===== src/rtl/deq_pkg.sv =====
`default_nettype none
package deq_pkg;

	localparam int DEPTH  = 16;
	localparam int DATA_W = 32;
	localparam int IDX_W  = $clog2(DEPTH);
	localparam int CNT_W  = $clog2(DEPTH + 1);

	// fixed field widths of the channels
	localparam int OP_W   = 3;
	localparam int VAL_W  = 32;
	localparam int POS_W  = 4;
	localparam int OCC_W  = 5;
	localparam int STAT_W = 2;

	localparam logic [OP_W-1:0] OP_PUSH_FRONT = 3'd0;
	localparam logic [OP_W-1:0] OP_PUSH_BACK  = 3'd1;
	localparam logic [OP_W-1:0] OP_POP_FRONT  = 3'd2;
	localparam logic [OP_W-1:0] OP_POP_BACK   = 3'd3;
	localparam logic [OP_W-1:0] OP_SEARCH     = 3'd4;

	typedef enum logic [STAT_W-1:0] {
		ST_DONE  = 2'd0,
		ST_EMPTY = 2'd1,
		ST_FULL  = 2'd2
	} status_t;

	typedef enum logic {
		S_IDLE,
		S_SEARCH
	} state_t;

	// per-cell control: load has priority over the shifts
	typedef struct packed {
		logic load;
		logic shr;
		logic shl;
	} cell_ctl_t;

endpackage
`default_nettype wire


===== src/rtl/deq_if.sv =====
`default_nettype none
// Command channel: one deque operation per transaction.
interface deq_in_if;
	logic                    valid;
	logic                    ready;
	logic [2:0]              op;
	logic signed [31:0]      value;

	modport source (output valid, output op, output value, input ready);
	modport sink   (input valid, input op, input value, output ready);
endinterface

// Response channel: one result per command.
interface deq_out_if;
	logic       valid;
	logic       ready;
	logic       found;
	logic [3:0] position;
	logic [4:0] occupancy;
	logic [1:0] status;

	modport source (output valid, output found, output position, output occupancy,
		output status, input ready);
	modport sink   (input valid, input found, input position, input occupancy,
		input status, output ready);
endinterface
`default_nettype wire


===== src/rtl/deque_with_linear_search.sv =====
// Push and pop: result registered in the cycle after the command transaction; one per
// cycle while the response slot is free. Search: the ring of cells rotates DEPTH times
// past a single comparator at cell 0, and the next command follows the registered result.
// Reset (arst_n low) clears the entry count, the sequencer and the response valid;
// cell contents are left undefined and are only read after a push.
`default_nettype none
module deque_with_linear_search import deq_pkg::*; (
	input  logic      clk,
	input  logic      arst_n,
	deq_in_if.sink    cmd,
	deq_out_if.source rsp
);

	state_t            state_q, state_d;
	logic [CNT_W-1:0]  count_q, count_d;
	logic [IDX_W-1:0]  step_q;
	logic [DATA_W-1:0] key_q;
	logic              hit_found_q;
	logic [IDX_W-1:0]  hit_pos_q;

	logic              rsp_valid_q;
	logic              found_q;
	logic [IDX_W-1:0]  pos_q;
	logic [CNT_W-1:0]  occ_q;
	status_t           status_q;

	logic              slot_free, accept, full, empty, last_step, hit;
	logic              search_adv, shr, shl, rsp_load, r_found;
	logic [IDX_W-1:0]  r_pos;
	status_t           r_status;
	logic [DEPTH-1:0]  load_mask;
	logic [DATA_W-1:0] cmd_data;

	logic [DATA_W-1:0] cell_data [DEPTH];
	cell_ctl_t         cell_ctl  [DEPTH];

	assign slot_free = !rsp_valid_q || rsp.ready;
	assign cmd.ready = (state_q == S_IDLE) && slot_free;
	assign accept    = cmd.valid && cmd.ready;
	assign cmd_data  = cmd.value[DATA_W-1:0];
	assign full      = count_q == CNT_W'(DEPTH);
	assign empty     = count_q == '0;
	assign last_step = step_q == IDX_W'(DEPTH - 1);

	// compare the entry passing through cell 0 against the key
	assign hit = (CNT_W'(step_q) < count_q) && (cell_data[0] == key_q);

	// stall the rotation on its last step until the response slot is free
	assign search_adv = (state_q == S_SEARCH) && (!last_step || slot_free);

	// sequence the operation and steer the cells
	always_comb begin
		state_d   = state_q;
		count_d   = count_q;
		rsp_load  = 1'b0;
		r_found   = 1'b0;
		r_pos     = '0;
		r_status  = ST_DONE;
		shr       = 1'b0;
		shl       = 1'b0;
		load_mask = '0;
		case (state_q)
			S_IDLE: begin
				if (accept) begin
					rsp_load = 1'b1;
					case (cmd.op)
						OP_PUSH_FRONT: begin
							if (full) begin
								r_status = ST_FULL;
							end else begin
								shr          = 1'b1;
								load_mask[0] = 1'b1;
								count_d      = count_q + 1'b1;
							end
						end
						OP_PUSH_BACK: begin
							if (full) begin
								r_status = ST_FULL;
							end else begin
								load_mask[count_q[IDX_W-1:0]] = 1'b1;
								count_d = count_q + 1'b1;
							end
						end
						OP_POP_FRONT: begin
							if (empty) begin
								r_status = ST_EMPTY;
							end else begin
								shl     = 1'b1;
								count_d = count_q - 1'b1;
							end
						end
						OP_POP_BACK: begin
							if (empty) begin
								r_status = ST_EMPTY;
							end else begin
								count_d = count_q - 1'b1;
							end
						end
						OP_SEARCH: begin
							rsp_load = 1'b0;
							state_d  = S_SEARCH;
						end
						default: ;
					endcase
				end
			end
			S_SEARCH: begin
				shl = search_adv;
				if (last_step && slot_free) begin
					rsp_load = 1'b1;
					r_found  = hit_found_q || hit;
					r_pos    = hit_found_q ? hit_pos_q : (hit ? step_q : '0);
					state_d  = S_IDLE;
				end
			end
			default: state_d = S_IDLE;
		endcase
	end

	// chain of cells, closed into a ring so a full rotation restores order
	for (genvar k = 0; k < DEPTH; k++) begin : g_cell
		localparam int LEFT  = (k + DEPTH - 1) % DEPTH;
		localparam int RIGHT = (k + 1) % DEPTH;

		assign cell_ctl[k] = '{load: load_mask[k], shr: shr, shl: shl};

		deq_cell u_cell (
			.clk     (clk),
			.ctl     (cell_ctl[k]),
			.load_d  (cmd_data),
			.left_d  (cell_data[LEFT]),
			.right_d (cell_data[RIGHT]),
			.data    (cell_data[k])
		);
	end

	// hold control state
	always_ff @(posedge clk or negedge arst_n) begin
		if (!arst_n) begin
			state_q     <= S_IDLE;
			count_q     <= '0;
			hit_found_q <= 1'b0;
			rsp_valid_q <= 1'b0;
		end else begin
			state_q <= state_d;
			count_q <= count_d;
			if (accept) begin
				hit_found_q <= 1'b0;
			end else if (search_adv && hit) begin
				hit_found_q <= 1'b1;
			end
			if (rsp_load) begin
				rsp_valid_q <= 1'b1;
			end else if (rsp.ready) begin
				rsp_valid_q <= 1'b0;
			end
		end
	end

	// advance the search step and capture the first match
	always_ff @(posedge clk) begin
		if (accept) begin
			step_q <= '0;
			key_q  <= cmd_data;
		end else if (search_adv) begin
			step_q <= step_q + 1'b1;
		end
		if (search_adv && hit && !hit_found_q) begin
			hit_pos_q <= step_q;
		end
		if (rsp_load) begin
			found_q  <= r_found;
			pos_q    <= r_pos;
			occ_q    <= count_d;
			status_q <= r_status;
		end
	end

	assign rsp.valid     = rsp_valid_q;
	assign rsp.found     = found_q;
	assign rsp.position  = POS_W'(pos_q);
	assign rsp.occupancy = OCC_W'(occ_q);
	assign rsp.status    = status_q;

endmodule
`default_nettype wire


===== src/rtl/deq_cell.sv =====
`default_nettype none
module deq_cell import deq_pkg::*; (
	input  logic              clk,
	input  cell_ctl_t         ctl,
	input  logic [DATA_W-1:0] load_d,
	input  logic [DATA_W-1:0] left_d,
	input  logic [DATA_W-1:0] right_d,
	output logic [DATA_W-1:0] data
);

	logic [DATA_W-1:0] data_q;

	// load a new entry, or take the neighbor's entry on a shift
	always_ff @(posedge clk) begin
		if (ctl.load) begin
			data_q <= load_d;
		end else if (ctl.shr) begin
			data_q <= left_d;
		end else if (ctl.shl) begin
			data_q <= right_d;
		end
	end

	assign data = data_q;

endmodule
`default_nettype wire


===== src/flat_wrapper.sv =====
// flat-port wrapper written by rule: the top's interface ports become plain ports
module deque_with_linear_search_flat import deq_pkg::*;
  (clk, arst_n, cmd_valid, cmd_op, cmd_value, cmd_ready, rsp_valid, rsp_found, rsp_position, rsp_occupancy, rsp_status, rsp_ready);
  deq_in_if cmd_i ();
  deq_out_if rsp_i ();
  input  logic clk;
  input  logic arst_n;
  input wire logic [$bits(cmd_i.valid)-1:0] cmd_valid;
  input wire logic [$bits(cmd_i.op)-1:0] cmd_op;
  input wire logic [$bits(cmd_i.value)-1:0] cmd_value;
  output wire logic [$bits(cmd_i.ready)-1:0] cmd_ready;
  output wire logic [$bits(rsp_i.valid)-1:0] rsp_valid;
  output wire logic [$bits(rsp_i.found)-1:0] rsp_found;
  output wire logic [$bits(rsp_i.position)-1:0] rsp_position;
  output wire logic [$bits(rsp_i.occupancy)-1:0] rsp_occupancy;
  output wire logic [$bits(rsp_i.status)-1:0] rsp_status;
  input wire logic [$bits(rsp_i.ready)-1:0] rsp_ready;
  assign cmd_i.valid = cmd_valid;
  assign cmd_i.op = cmd_op;
  assign cmd_i.value = cmd_value;
  assign cmd_ready = cmd_i.ready;
  assign rsp_valid = rsp_i.valid;
  assign rsp_found = rsp_i.found;
  assign rsp_position = rsp_i.position;
  assign rsp_occupancy = rsp_i.occupancy;
  assign rsp_status = rsp_i.status;
  assign rsp_i.ready = rsp_ready;
  deque_with_linear_search u_core (.clk(clk), .arst_n(arst_n), .cmd(cmd_i), .rsp(rsp_i));
endmodule

===== config.mk =====
export PLATFORM = sky130hd
export DESIGN_NAME = deque_with_linear_search_flat
export DESIGN_NICKNAME = d
export VERILOG_FILES = /design/src/rtl/deq_pkg.sv /design/src/rtl/deq_if.sv /design/src/rtl/deque_with_linear_search.sv /design/src/rtl/deq_cell.sv /design/src/flat_wrapper.sv
export SDC_FILE = /design/constraint.sdc
export NUM_CORES = 1
export LEC_CHECK = 0
export ABC_AREA = 1
export BUFFER_PORTS_ARGS = -buffer_cell sky130_fd_sc_hd__buf_2
export CORE_ASPECT_RATIO = 0.9
export CORE_MARGIN = 5
export CORE_UTILIZATION = 45
export CTS_BUF_LIST = sky130_fd_sc_hd__clkbuf_4 sky130_fd_sc_hd__clkbuf_8 sky130_fd_sc_hd__clkbuf_16
export DETAILED_ROUTE_END_ITERATION = 8
export SYNTH_ARGS = -nofsm -noshare
export SYNTH_HDL_FRONTEND = slang
export SYNTH_SLANG_ARGS = --single-unit
export TNS_END_PERCENT = 10

===== constraint.sdc =====
create_clock -name clk -period 8.2 [get_ports clk]
set_input_delay 0.82 -clock clk [delete_from_list [all_inputs] [get_ports clk]]
set_output_delay 0.82 -clock clk [all_outputs]
set_load 0.005 [all_outputs]

# Word level (Yosys, flattened, before mapping)

Cells that the tools add are included.
Widths: inputs -> output; s select.

Bits in latches: 0
Register bits: 572
Memories: 0
ROM bits: 0
Input port bits: 39
Bits in writable memories: 0
Logic and storage cells: 165
Output and inout port bits: 14

Multiplexer cells: 85
Shift-type cells: 0
Divide/modulo/power cells: 0
Reductions and logical operators: 38
Multipliers: 0
$add $sub $neg: 3
Bitwise gates (word level): 2
Magnitude comparators: 3
Equality and inequality tests: 7

Operators with widths:

| kind                | count |
|---|---|
| $mux 32             | 48 |
| $mux 16             | 3 |
| $reduce_bool 3->1   | 16 |
| $eq 32x32->1        | 1 |
| $mux 5              | 4 |
| $mux 1              | 19 |
| $mux 15             | 1 |
| $pmux 5 s2          | 1 |
| $logic_and 1x1->1   | 8 |
| $mux 4              | 2 |
| $pmux 1 s2          | 4 |
| $eq 3x2->1 const B  | 2 |
| $reduce_or 2->1     | 3 |
| $add 5x1->5 const B | 1 |
| $eq 5x5->1 const B  | 1 |
| $logic_not 5->1     | 1 |
| $lt 4x5->1          | 1 |
| $lt 4x5->1 const B  | 1 |
| $sub 5x1->5 const B | 1 |
| $add 4x1->4 const B | 1 |
| $demux 1 s4         | 1 |
| $eq 4x4->1 const B  | 1 |
| $ge 4x1->1 const B  | 1 |
| $pmux 2 s2          | 1 |
| 9 further kinds     | 15 |

# Depth between registers and ports, before layout

Gate-level depths: netlist of the first run.

Word-level depth: 9
Mapped depth: 14
Gate-level depth less buffers: 12

# By module

From an unflattened synthesis of the first run, not the netlist that was laid out.

Cell total of the unflattened synthesis: 4,726
Area, all modules: 34,699.5 µm²

Modules (own cells, without submodules):

| module                   | area an instance (µm²) | instances | sequential area each (µm²) | cells each |
|---|---|---|---|---|
| deq_cell                 | 1,974.4                | 16        | 960.9                      | 274 |
| deque_with_linear_search | 3,109.2                | 1         | 1,721.7                    | 342 |

# Worst setup path after synthesis of the first run

Ideal clock, no wire load.

Path type: input-to-reg
Start: in rsp_ready
End: reg u_core.g_cell[14].u_cell.data_q[0], enable pin
Data required time: 7.811 ns
Stages on the path: 9
Buffers on the path: 3
Setup time: 0.389 ns
Setup slack: 4.887 ns
Data arrival time: 2.924 ns
Cell sequence: nor2_2 > nor2_2 > nand2_2 > inv_1 > buf_2 > nand4_1 > buf_2 > buf_2 > nand2_1

Word-level cells in the longest chain between the ends: 6
Elaborated cells on any way between the ends: 12
Those cells by class: mux (6); reduce/logical (6)

RTL lines:

| element                                  | RTL line                       | RTL |
|---|---|---|
| start, declared                          | flat_wrapper.sv:17             | `input wire logic [$bits(rsp_i.ready)-1:0] rsp_ready;` |
| $logic_or 1x1->1 (*)                     | deque_with_linear_search.sv:37 | `assign slot_free = !rsp_valid_q \|\| rsp.ready;` |
| $logic_and 1x1->1 (*)                    | deque_with_linear_search.sv:38 | `assign cmd.ready = (state_q == S_IDLE) && slot_free;` |
| named net cmd_ready                      | flat_wrapper.sv:11             | `output wire logic [$bits(cmd_i.ready)-1:0] cmd_ready;` |
| $logic_and 1x1->1 (*)                    | deque_with_linear_search.sv:39 | `assign accept = cmd.valid && cmd.ready;` |
| named net u_core.accept                  | deque_with_linear_search.sv:27 | `logic slot_free, accept, full, empty, last_step, hit;` |
| $mux 1 / $mux 16 (equally long branches) | deque_with_linear_search.sv:64 | `if (accept) begin` |
| $pmux 1 s2 (tied with other cells)       | deque_with_linear_search.sv:62 | `case (state_q)` |
| $reduce_bool 3->1 (no source line) (*)   | --                             |  |
| end signal, assigned                     | deq_cell.sv:16                 | `data_q <= load_d;` |
| end signal, assigned                     | deq_cell.sv:18                 | `data_q <= left_d;` |
| end signal, assigned                     | deq_cell.sv:20                 | `data_q <= right_d;` |
| end, declared                            | deq_cell.sv:11                 | `logic [DATA_W-1:0] data_q;` |

Mark *: on every way through the listed nets, which the timed path passes. The rest lies on a longest branch.
A chain may end at the register's enable or synchronous reset.

# Final worst setup path of the first run

Start: reg u_core.count_q[1]
End: reg u_core.g_cell[2].u_cell.data_q[5], data pin

Word-level cells in the longest chain between the ends: 9
Elaborated cells on any way between the ends: 16
Those cells by class: order compare (2); eq/ne (1); mux (12); reduce/logical (1)

RTL lines:

| element                                                               | RTL line                        | RTL |
|---|---|---|
| start, declared                                                       | deque_with_linear_search.sv:15  | `logic [CNT_W-1:0] count_q, count_d;` |
| start signal, assigned                                                | deque_with_linear_search.sv:146 | `count_q <= count_d;` |
| $lt 4x5->1 (not written as such) / $ge 4x1->1 (equally long branches) | deque_with_linear_search.sv:80  | `load_mask[count_q[IDX_W-1:0]] = 1'b1;` |
| $logic_and 1x1->1 (not written as such)                               | deque_with_linear_search.sv:80  |  |
| $mux 1 (not written as such)                                          | deque_with_linear_search.sv:80  |  |
| $demux 1 s4                                                           | --                              |  |
| $mux 16                                                               | deque_with_linear_search.sv:77  | `if (full) begin` |
| $mux 15                                                               | deque_with_linear_search.sv:66  | `case (cmd.op)` |
| $mux 16                                                               | deque_with_linear_search.sv:64  |  |
| $mux 16                                                               | deque_with_linear_search.sv:62  |  |
| $mux 32 (*)                                                           | deq_cell.sv:15                  | `if (ctl.load) begin` |
| end signal, assigned                                                  | deq_cell.sv:16                  |  |
| end signal, assigned                                                  | deq_cell.sv:18                  |  |
| end signal, assigned                                                  | deq_cell.sv:20                  |  |
| end, declared                                                         | deq_cell.sv:11                  |  |

Every way passes the cells marked *; elsewhere a longest branch is shown, timed or not.

==> results of run 1 <==
-- routing by layer --
metal	vias to the layer above	part of all wire	GRT usage
met5	-	0	0
met4	0	0.021	0.0500
met3	110	0.085	0.0393
met2	978	0.43	0.337
met1	10900	0.46	0.339
li1	10500	-	-
-- worst paths after layout --
check	slack, ns	end	cells past startpoint	startpoint
worst min-delay path	0.04	u_core.state_q$_DFF_PN0_	1	arst_n
worst max-delay path	3.78	u_core.g_cell[2].u_cell.data[5]$_DFFE_PP_	14	u_core.count_q[1]$_DFF_PN0_
worst max register to register	3.78	u_core.g_cell[2].u_cell.data[5]$_DFFE_PP_	14	u_core.count_q[1]$_DFF_PN0_
worst min register to register	0.51	u_core.hit_pos_q[0]$_DFFE_PP_	0	u_core.step_q[0]$_SDFFE_PP0P_
min in group clk	0.43	u_core.key_q[29]$_DFFE_PP_	1	cmd_value[29]
max in group asynchronous	7.98	u_core.count_q[3]$_DFF_PN0_	1	arst_n
-- metrics by stage --
step | hold slack [ns] | power, mW | setup WS [ns] | instances
CTS | 0.0125 | 12.6 | 3.91 | 3848
global route | 0.0378 | 13.3 | 3.50 | 3848
detailed placement | 0.484 | 9.83 | 3.64 | 3738
floorplan | 0.453 | 8.49 | 4.89 | 3052
global placement | 0.486 | 9.65 | 3.72 | 3738
finish | 0.0371 | 12.6 | 3.78 | 3848
-- cell families after synthesis --
logic type / count (synthesis) / synth area share
AO/OA/AOI/OAI: 927 / 0.192
XOR/XNOR: 20 / 0.00595
adder cells (fa/ha/maj): 9 / 0.00382
buffers and inverters: 599 / 0.0877
flip-flops: 572 / 0.581
AND/OR/NAND/NOR: 925 / 0.130
-- cell usage in the layout (no fill, tap or decap), types with 5 or more instances in the layout --
master and instances:
nand3_4 5, edfxtp_1 560, ha_1 9, nand2_1 665, nand3b_1 64, o21ai_1 17
clkinv_1 15, bufinv_16 5, o21ai_0 476, nand2_2 15, xnor2_1 16, o211ai_1 384
clkbuf_16 61, nand3_2 6, dfrtp_1 8, nand3_1 14, buf_2 52, buf_4 29
clkinv_2 12, clkbuf_4 14, a31oi_1 32, nor2_1 133, a21oi_1 17, inv_1 335
nand4_1 9
-- power groups by stage --
stage          registers, mW  logic (mW)  clock network [mW]
6_report                6.17        3.65                2.73
2_1_floorplan           5.90        2.59                   0
5_1_grt                 6.30        4.12                2.88
3_5_place_dp            6.19        3.64                   0
3_3_place_gp            6.16        3.50                   0
4_1_cts                 6.16        3.66                2.76
-- final cells by class --
cell class	instances	area, µm²	area share
Timing Repair Buffer	83	518	0.0163
Sequential cell	572	17100	0.538
Multi-Input combinational cell	1881	9900	0.311
Clock buffer	76	1650	0.0517
Inverter	338	1280	0.0401
Clock inverter	34	284	0.00893
Tap cell	864	1080	0.0340
-- sequential cells by signal, summed over array words and instances, names as in the netlist --
name,flops
u_core.count_q,5
u_core.rsp.found,1
u_core.state_q,1
u_core.g_cell.u_cell.data,512
u_core.hit_pos_q,4
u_core.key_q,32
u_core.rsp.position,4
u_core.step_q,4
u_core.rsp.status,2
u_core.hit_found_q,1
u_core.rsp.valid,1
u_core.rsp.occupancy,5
-- critical path, stage by stage (launching register included) --
cell and delay [ns]:
dfrtp_1 0.43, inv_1 0.20, ha_1 0.22, inv_1 0.09
nor2_4 0.14, nand2_4 0.08, nand2_2 0.09, nor2_4 0.03
buf_4 0.33, inv_8 0.48, buf_4 0.61, buf_4 0.76
nand2_1 0.15, o211ai_1 0.14, o21ai_0 0.11
==> run metrics, run 1 <==
status=finished clean; number of setup violations in the final report=0; sequential share of power=0.492; fin util=0.487; CP Class=register to register; Core ar.=0.0653 mm²; die span in x=280 µm; die area=~0.07 mm²; top_reg_cell synth=edfxtp_1; Total GRT Usage=0.223; register area share after synthesis=0.581; H-tree depth=2; most common library cells after synthesis=nand2_1, edfxtp_1, o21ai_0; class of the worst hold path=input port to asynchronous set/reset pin; Final Skew=0.0151 ns; Worst-Margin Slew=1.29 ns; largest net degree at the start of global routing=~180; Comb pwr share=0.291; Leak=12.4 nW; Psw=4.30 mW; Ant. Diodes=0; design area=approximately 0.032 mm²; CTS Buf Count=60; layout cells sized above 1=0.0727; RSZ-0062 raised after global routing=no; final worst path period share=0.539; PwrDens=slightly below 400 mW/mm²; clock network power share=0.217; CTS resizes=0; cts hold-fix bufs=0; # fillers=6138; worst path required time=8.53 ns; Yosys reg bits=572; first-pass GRT wire length=125000 µm; port bufs=52; CP Launch Type=register; Max-cap violations=0; layout net count=2984; Sw Ratio=0.343; Final Hold Viols=0; Iter 0 DRT Violations=2631; Internal=8.25 mW; Initial Util=0.451; Max Buffers Root-to-Sink=3; Synth top area share=0.571; clk root buf=clkbuf_16; Post-Synthesis Cells=3052; Routed Antenna Nets=0; routability cong.=0.848; Syn Area/Cell=9.65 µm²; Slew headroom=0.137; Synth cell types=33; most numerous cell in the Yosys netlist=nand2_1; leading area contributor after synthesis=edfxtp_1; crit end category=register; asr flop ratio synth=0.0140; Netlist Area Pre-Place=0.0294 mm²; Die Height=253 µm; Placed Area=around 0.030 mm²; DRT Pass-1 Iters=5; GRT overflow=0; setup repair bufs after CTS=0; # IOs=53; Clock Pin Slew Worst Setup and Hold Paths=0.07 ns; clk_lat worst skew=0.61 ns; initial antenna violation count=1; minimum clock period=4.42 ns; DPL Wire Length=roughly 48000 µm; f_max=226 MHz; Syn-to-layout area delta=7.99%; Total Wirelength=a little over 80000 µm; number of synthesized flops with an enable pin=560; wire length per cell=roughly 21 µm; Final Max Slew Viols=0; Setup TNS=0 ns; vias in the first global route=20900; clock sinks=572; vias post-DR=22500; Post-Syn Nets=3100; number of synthesis warnings=0; DRC errors left=0; Worst EP arrival=4.76 ns; crit path max fanout=112; Max VDD drop=0.214 mV; Area contributors post-synth=edfxtp_1, o211ai_1, nand2_1; site row count=89; drt via density=5.84; TritonCTS clock tree=built
No activity file was read; power rests on OpenSTA's default activity.
==> run 2: changes to the inputs <==
==> constraint.sdc (replaced) <==
create_clock -name clk -period 4.6 [get_ports clk]
set_input_delay 0.46 -clock clk [delete_from_list [all_inputs] [get_ports clk]]
set_output_delay 0.46 -clock clk [all_outputs]
set_load 0.005 [all_outputs]
==> run 2 against run 1 <==
Global-route usage increased by 0.76 points. Via count increased by 1.2%. First-iteration DRC count decreased by 2.2%. Largest power group unchanged. Critical path type unchanged. Critical endpoint is now u_core.g_cell[9].u_cell.data[26]$_DFFE_PP_. Sequential power increased by 77%.
==> run metrics, run 2 (same netlist as run 1, synthesis figures left out) <==
first-pass GRT wire length=128000 µm (+2.9%); layout cells sized above 1=0.0791 (+0.00640); DRC errors left=0 (unchanged); port bufs=52 (unchanged); GRT overflow=0 (unchanged); max reg flops=512 (unchanged); setup slack, reg-to-reg=1.25 ns (-2.53 ns); Max Buffers Root-to-Sink=3 (unchanged); Psw=7.68 mW (+79%); Die Height=253 µm (unchanged); initial antenna violation count=1 (unchanged); Final Max Slew Viols=0 (unchanged); RSZ-0062 raised after global routing=no; Sw Ratio=0.343 (about the same); Core ar.=0.0653 mm² (unchanged); DPL Wire Length=48200 µm (+1.2%); wire length per cell=21.7 µm (+2.3%); Hold Path Sink=u_core.key_q[29]$_DFFE_PP_; largest net degree at the start of global routing=214 (+22%); Final Hold Viols=0 (unchanged); commonest cells after routing, fill and taps aside=nand2_1, edfxtp_1, o21ai_0, o211ai_1, inv_1; layout net count=3009 (+0.84%); cts hold-fix bufs=1 (+1); worst path required time=4.91 ns (-3.62 ns); drt via density=5.88 (+0.53%); Hold Path Origin=cmd_value[29]; vias post-DR=22800 (+1.2%); CTS Buf Count=60 (unchanged); CTS resizes=0 (unchanged); Clock Pin Slew Worst Setup and Hold Paths=0.07 ns (about the same); Iter 0 DRT Violations=2572 (-2.2%); Final Skew=0.0143 ns (-0.000814 ns); final worst path period share=0.729 (+0.190); Total Power=22.4 mW (+78%); worst r2r path cells=12 (-2); slowest cell on the critical path=nand2_2; # IOs=53 (unchanged); Min-Delay Path Depth=1; crit end category=register; Worst EP arrival=3.66 ns (-1.10 ns); DRT Pass-1 Iters=6 (+1); class of the worst hold path=input port to register; sequential share of power=0.487 (-0.005); CP Class=register to register; clock sinks=572 (unchanged); Routed Antenna Nets=0 (unchanged); met1 WL=37200 µm (-1.0%); max incr delay on CP=0.78 ns (+0.02 ns); H-tree depth=2 (unchanged); die area=0.0707 mm² (unchanged); die span in x=280 µm (unchanged); Internal=14.7 mW (+78%); vias in the first global route=21700 (+3.7%); Initial Util=0.451 (unchanged); number of setup violations in the final report=0 (unchanged); DR top layer=met4; reg2reg end=u_core.g_cell[9].u_cell.data[26]$_DFFE_PP_; TritonCTS clock tree=built; Worst-Margin Slew=1.29 ns (+0.00162 ns); Max-cap violations=0 (unchanged); most frequent CP cell=buf_4; # fillers=6133 (-0.081%); routability cong.=0.845 (-0.41%); CP Launch Type=register; Setup TNS=0 ns (unchanged); Syn-to-layout area delta=8.83%; Comb pwr share=0.299 (+0.008); Total Wirelength=84000 µm (+3.0%); clock network power share=0.214 (-0.003); met2 wire len=37900 µm (+7.1%); crit path max fanout=23 (-79%); PwrDens=699 mW/mm² (+77%); routed wl met3=6570 µm (-5.4%); site row count=89 (unchanged); commonest non-fill, non-tap cell in the layout=nand2_1; setup repair bufs after CTS=0 (unchanged); Max VDD drop=0.489 mV (+130%); Leak=12.5 nW (+0.97%); CP Cell Sequence=inv_1 -> ha_1 -> inv_1 -> nor2_4 -> nand2_4 -> nand2_2 -> nor2_4 -> buf_4 -> nor3_2 -> buf_4 -> nand2_2 -> buf_4; clk root buf=clkbuf_16; minimum clock period=3.35 ns (-1.07 ns); status=finished clean; reg-to-reg startpoint=u_core.count_q[0]$_DFF_PN0_; Slew headroom=0.136 (-0.00108); Ant. Diodes=0 (unchanged); Total GRT Usage=0.231 (+0.00758); f_max=298 MHz (+32%); clk_lat worst skew=0.62 ns (about the same)
[run 2: power by group through the flow]
stage	clock, mW	combinational (mW)	sequential (mW)
CTS	4.86	6.72	10.9
finish	4.78	6.70	10.9
detailed placement	0	6.66	11.0
floorplan	0	4.62	10.5
global placement	0	6.45	10.9
global route	5.08	7.55	11.1
[run 2: routing by layer]
layer | track usage | vias up
met2 | 0.366 | 906
met1 | 0.332 | 11200
met3 | 0.0369 | 146
met5 | 0 | -
li1 | - | 10500
met4 | 0.0641 | 0
[run 2: worst max-delay path by stage]
stage                                     start                                          to  slack, ns  cells after the start
floorplan                             rsp_ready  u_core.g_cell[14].u_cell.data[0]$_DFFE_PP_       1.65                      9
global placement    u_core.count_q[0]$_DFF_PN0_   u_core.g_cell[9].u_cell.data[0]$_DFFE_PP_       1.36                     12
detailed placement  u_core.count_q[0]$_DFF_PN0_   u_core.g_cell[9].u_cell.data[0]$_DFFE_PP_       1.31                     12
CTS                 u_core.count_q[0]$_DFF_PN0_   u_core.g_cell[9].u_cell.data[0]$_DFFE_PP_       1.28                     12
global route        u_core.count_q[0]$_DFF_PN0_  u_core.g_cell[9].u_cell.data[23]$_DFFE_PP_       1.09                     12
finish              u_core.count_q[0]$_DFF_PN0_  u_core.g_cell[9].u_cell.data[26]$_DFFE_PP_       1.25                     12
[run 2: final cells by class]
| class | instances | area (µm²) | share of cell area |
|---|---|---|---|
| sequential | 572 | 17100 | 0.534 |
| inverter | 338 | 1280 | 0.0398 |
| clock buffer | 76 | 1680 | 0.0523 |
| tap | 864 | 1080 | 0.0337 |
| clock inverter | 33 | 235 | 0.00734 |
| multi-input combinational | 1881 | 9900 | 0.309 |
| timing repair buffer | 108 | 783 | 0.0244 |
[run 2: per-stage QoR]
step	cells	utilization	hold WS, ns	setup slack (ns)	area [µm²]
after global routing	3872	0.491	0.0492	1.09	32000
after floorplan	3052	-	0.164	1.65	29400
after detailed placement	3762	0.462	0.328	1.31	30100
after global placement	3762	0.462	0.324	1.36	30100
final	3872	0.491	0.0708	1.25	32000
after CTS	3872	0.491	0.0317	1.28	32000
[run 2: worst max-delay path, delay by kind of cell (launching register included)]
kind	cells	cell delay, ns
and+or+nand+nor	6	1.15
DFF	1	0.44
adders and majority gates	1	0.24
buffers and inverters	5	1.18
==> run 3: changes to the inputs <==
==> constraint.sdc (replaced) <==
create_clock -name clk -period 3 [get_ports clk]
set_input_delay 0.3 -clock clk [delete_from_list [all_inputs] [get_ports clk]]
set_output_delay 0.3 -clock clk [all_outputs]
set_load 0.005 [all_outputs]
==> run 3 against run 2 <==
Design area rose by 2.8%. Combinational power rose by 63%. Worst setup slack got worse by 1.1 ns. Clock-buffer cell count rose by 4. Non-clock buffer count rose by 74. Die area did not move. Sequential power rose by 53%. Highest routed layer is now met5. Largest power group unchanged. Register-to-register slack got worse by 1.1 ns. Via count rose by 1.0%.
==> run metrics, run 3 (same netlist as run 1, synthesis figures left out) <==
Total GRT Usage=0.233 (+0.00215); CP Launch Point=u_core.count_q[1]$_DFF_PN0_; Die Height=253 µm (unchanged); drt via density=5.82 (-0.86%); site row count=89 (unchanged); Initial Util=0.451 (unchanged); GRT overflow=0 (unchanged); wire length per cell=21.5 µm (-1.1%); worst r2r path cells=12 (unchanged); f_max=345 MHz (+16%); Leak=12.9 nW (+3.4%); Core ar.=0.0653 mm² (unchanged); largest net degree at the start of global routing=167 (-22%); Max-cap violations=0 (unchanged); clock sinks=572 (unchanged); status=finished clean; reg-to-reg startpoint=u_core.count_q[1]$_DFF_PN0_; die span in x=280 µm (unchanged); final worst path period share=0.967 (+0.238); Routed Antenna Nets=0 (unchanged); DRC errors left=0 (unchanged); Worst setup endpoint=u_core.g_cell[1].u_cell.data[19]$_DFFE_PP_; clk_lat worst skew=0.63 ns (about the same); routability cong.=0.884 (+4.7%); setup slack, reg-to-reg=0.1 ns (-1.15 ns); CP Launch Type=register; RSZ-0062 raised after global routing=no; DRT Pass-1 Iters=6 (unchanged); Iter 0 DRT Violations=2664 (+3.6%); number of setup violations in the final report=0 (unchanged); Total Power=34.6 mW (+54%); Final Skew=0.0187 ns (+0.00441 ns); Place WS=-0.186 ns (-1.50 ns); commonest non-fill, non-tap cell in the layout=nand2_1; Clock Pin Slew Worst Setup and Hold Paths=0.06 ns (about the same); Max VDD drop=0.650 mV (+33%); Syn-to-layout area delta=11.8%; layout cells sized above 1=0.0909 (+0.0118); clk root buf=clkbuf_16; minimum clock period=2.90 ns (-0.453 ns); PwrDens=1050 mW/mm² (+50%); vias in the first global route=21900 (+1.3%); first-pass GRT wire length=129000 µm (+0.69%); vias post-DR=23000 (+1.0%); Final Max Slew Viols=0 (unchanged); class of the worst hold path=input port to register; DPL Wire Length=53100 µm (+10%); max reg flops=512 (unchanged); Slew headroom=0.459 (+0.323); initial antenna violation count=4 (+3); H-tree depth=2 (unchanged); worst path required time=3.34 ns (-1.57 ns); Worst EP arrival=3.24 ns (-0.42 ns); CTS Buf Count=58 (-3.3%); Final Hold Viols=0 (unchanged); crit path max fanout=166 (+620%); Max Buffers Root-to-Sink=3 (unchanged); Total Wirelength=84700 µm (+0.78%); final worst slack=0.0996 ns (-1.15 ns); setup repair bufs after CTS=0 (unchanged); port bufs=52 (unchanged); CP Class=register to register; die area=0.0707 mm² (unchanged); TritonCTS clock tree=built; crit end category=register; commonest cells after routing, fill and taps aside=nand2_1, edfxtp_1, o21ai_0, o211ai_1, inv_1; # IOs=53 (unchanged); Worst-Margin Slew=0.809 ns (-0.483 ns); reg2reg end=u_core.g_cell[1].u_cell.data[19]$_DFFE_PP_; layout net count=3081 (+2.4%)
[run 3: changes by cell type in the layout (fill, tap and decap cells not counted), moves of 3 or more]
cell           previous run  this run
clkbuf_16                62        59
buf_12                    8        35
clkbuf_4                 11        20
buf_4                    47        60
dlygate4sd3_1             1        34
[run 3: where the power goes]
part	switching (mW)	leakage, nW	internal (mW)	total (mW)
registers	1.87	5.71	14.8	16.7
clock network	3.11	0.900	3.88	6.99
logic	6.88	6.34	4.03	10.9
[run 3: layout make-up]
cell class              instances  area (µm²)
well taps                     864        1080
flip-flops and latches        572       17100
multi-input cells            1881        9910
inverters                     338        1280
clock buffers                  80        1640
fillers                      5922       32300
repair buffers                182        1780
clock inverters                26         143
diodes                          2        5.00
[run 3: worst min path at each step]
stage	start	endpoint	slack [ns]	cells after the start
finish	cmd_op[1]	u_core.state_q$_DFF_PN0_	0.06	4
global route	cmd_op[1]	u_core.state_q$_DFF_PN0_	0.07	4
CTS	cmd_op[1]	u_core.state_q$_DFF_PN0_	0.02	4
detailed placement	arst_n	u_core.state_q$_DFF_PN0_	0.18	1
global placement	arst_n	u_core.rsp.valid$_DFFE_PN0P_	0.18	1
floorplan	arst_n	u_core.count_q[0]$_DFF_PN0_	0.004	0
[run 3: what timing repair did]
item                                    CTS  global route
resized for setup                         2             3
pin swaps                                 0             0
hold endpoints to repair                 45             0
endpoints found under the setup margin   88             5
hold buffers                             34             0
[run 3: stage by stage]
stage | cell area (µm²) | setup TNS, ns | instances | util | hold WS (ns)
5_1_grt | 32900 | 0 | 3943 | 0.505 | 0.0726
6_report | 32900 | 0 | 3945 | 0.505 | 0.0566
4_1_cts | 32900 | 0 | 3943 | 0.504 | 0.0171
3_5_place_dp | 30800 | -11.79 | 3803 | 0.472 | 0.183
3_3_place_gp | 30800 | -4.74 | 3803 | 0.472 | 0.183
2_1_floorplan | 29400 | 0 | 3052 | - | 0.00441
[run 3: layer usage]
metal  part of all wire  track usage  vias to the layer above
li1                   -            -                    10700
met1               0.43        0.331                    11200
met2               0.45        0.367                      957
met3              0.087       0.0481                      153
met4              0.028       0.0640                        4
met5            0.00032            0                        -
[run 3: worst max-delay path, stage by stage (launching register included)]
cell      delay (ns)
dfrtp_1         0.40
inv_1           0.09
ha_1            0.21
inv_1           0.13
nor2_4          0.06
nand2_4         0.07
nand2_2         0.07
nor2_4          0.12
buf_4           0.39
buf_16          0.43
nand2_1         0.12
o211ai_1        0.13
o21ai_0         0.14
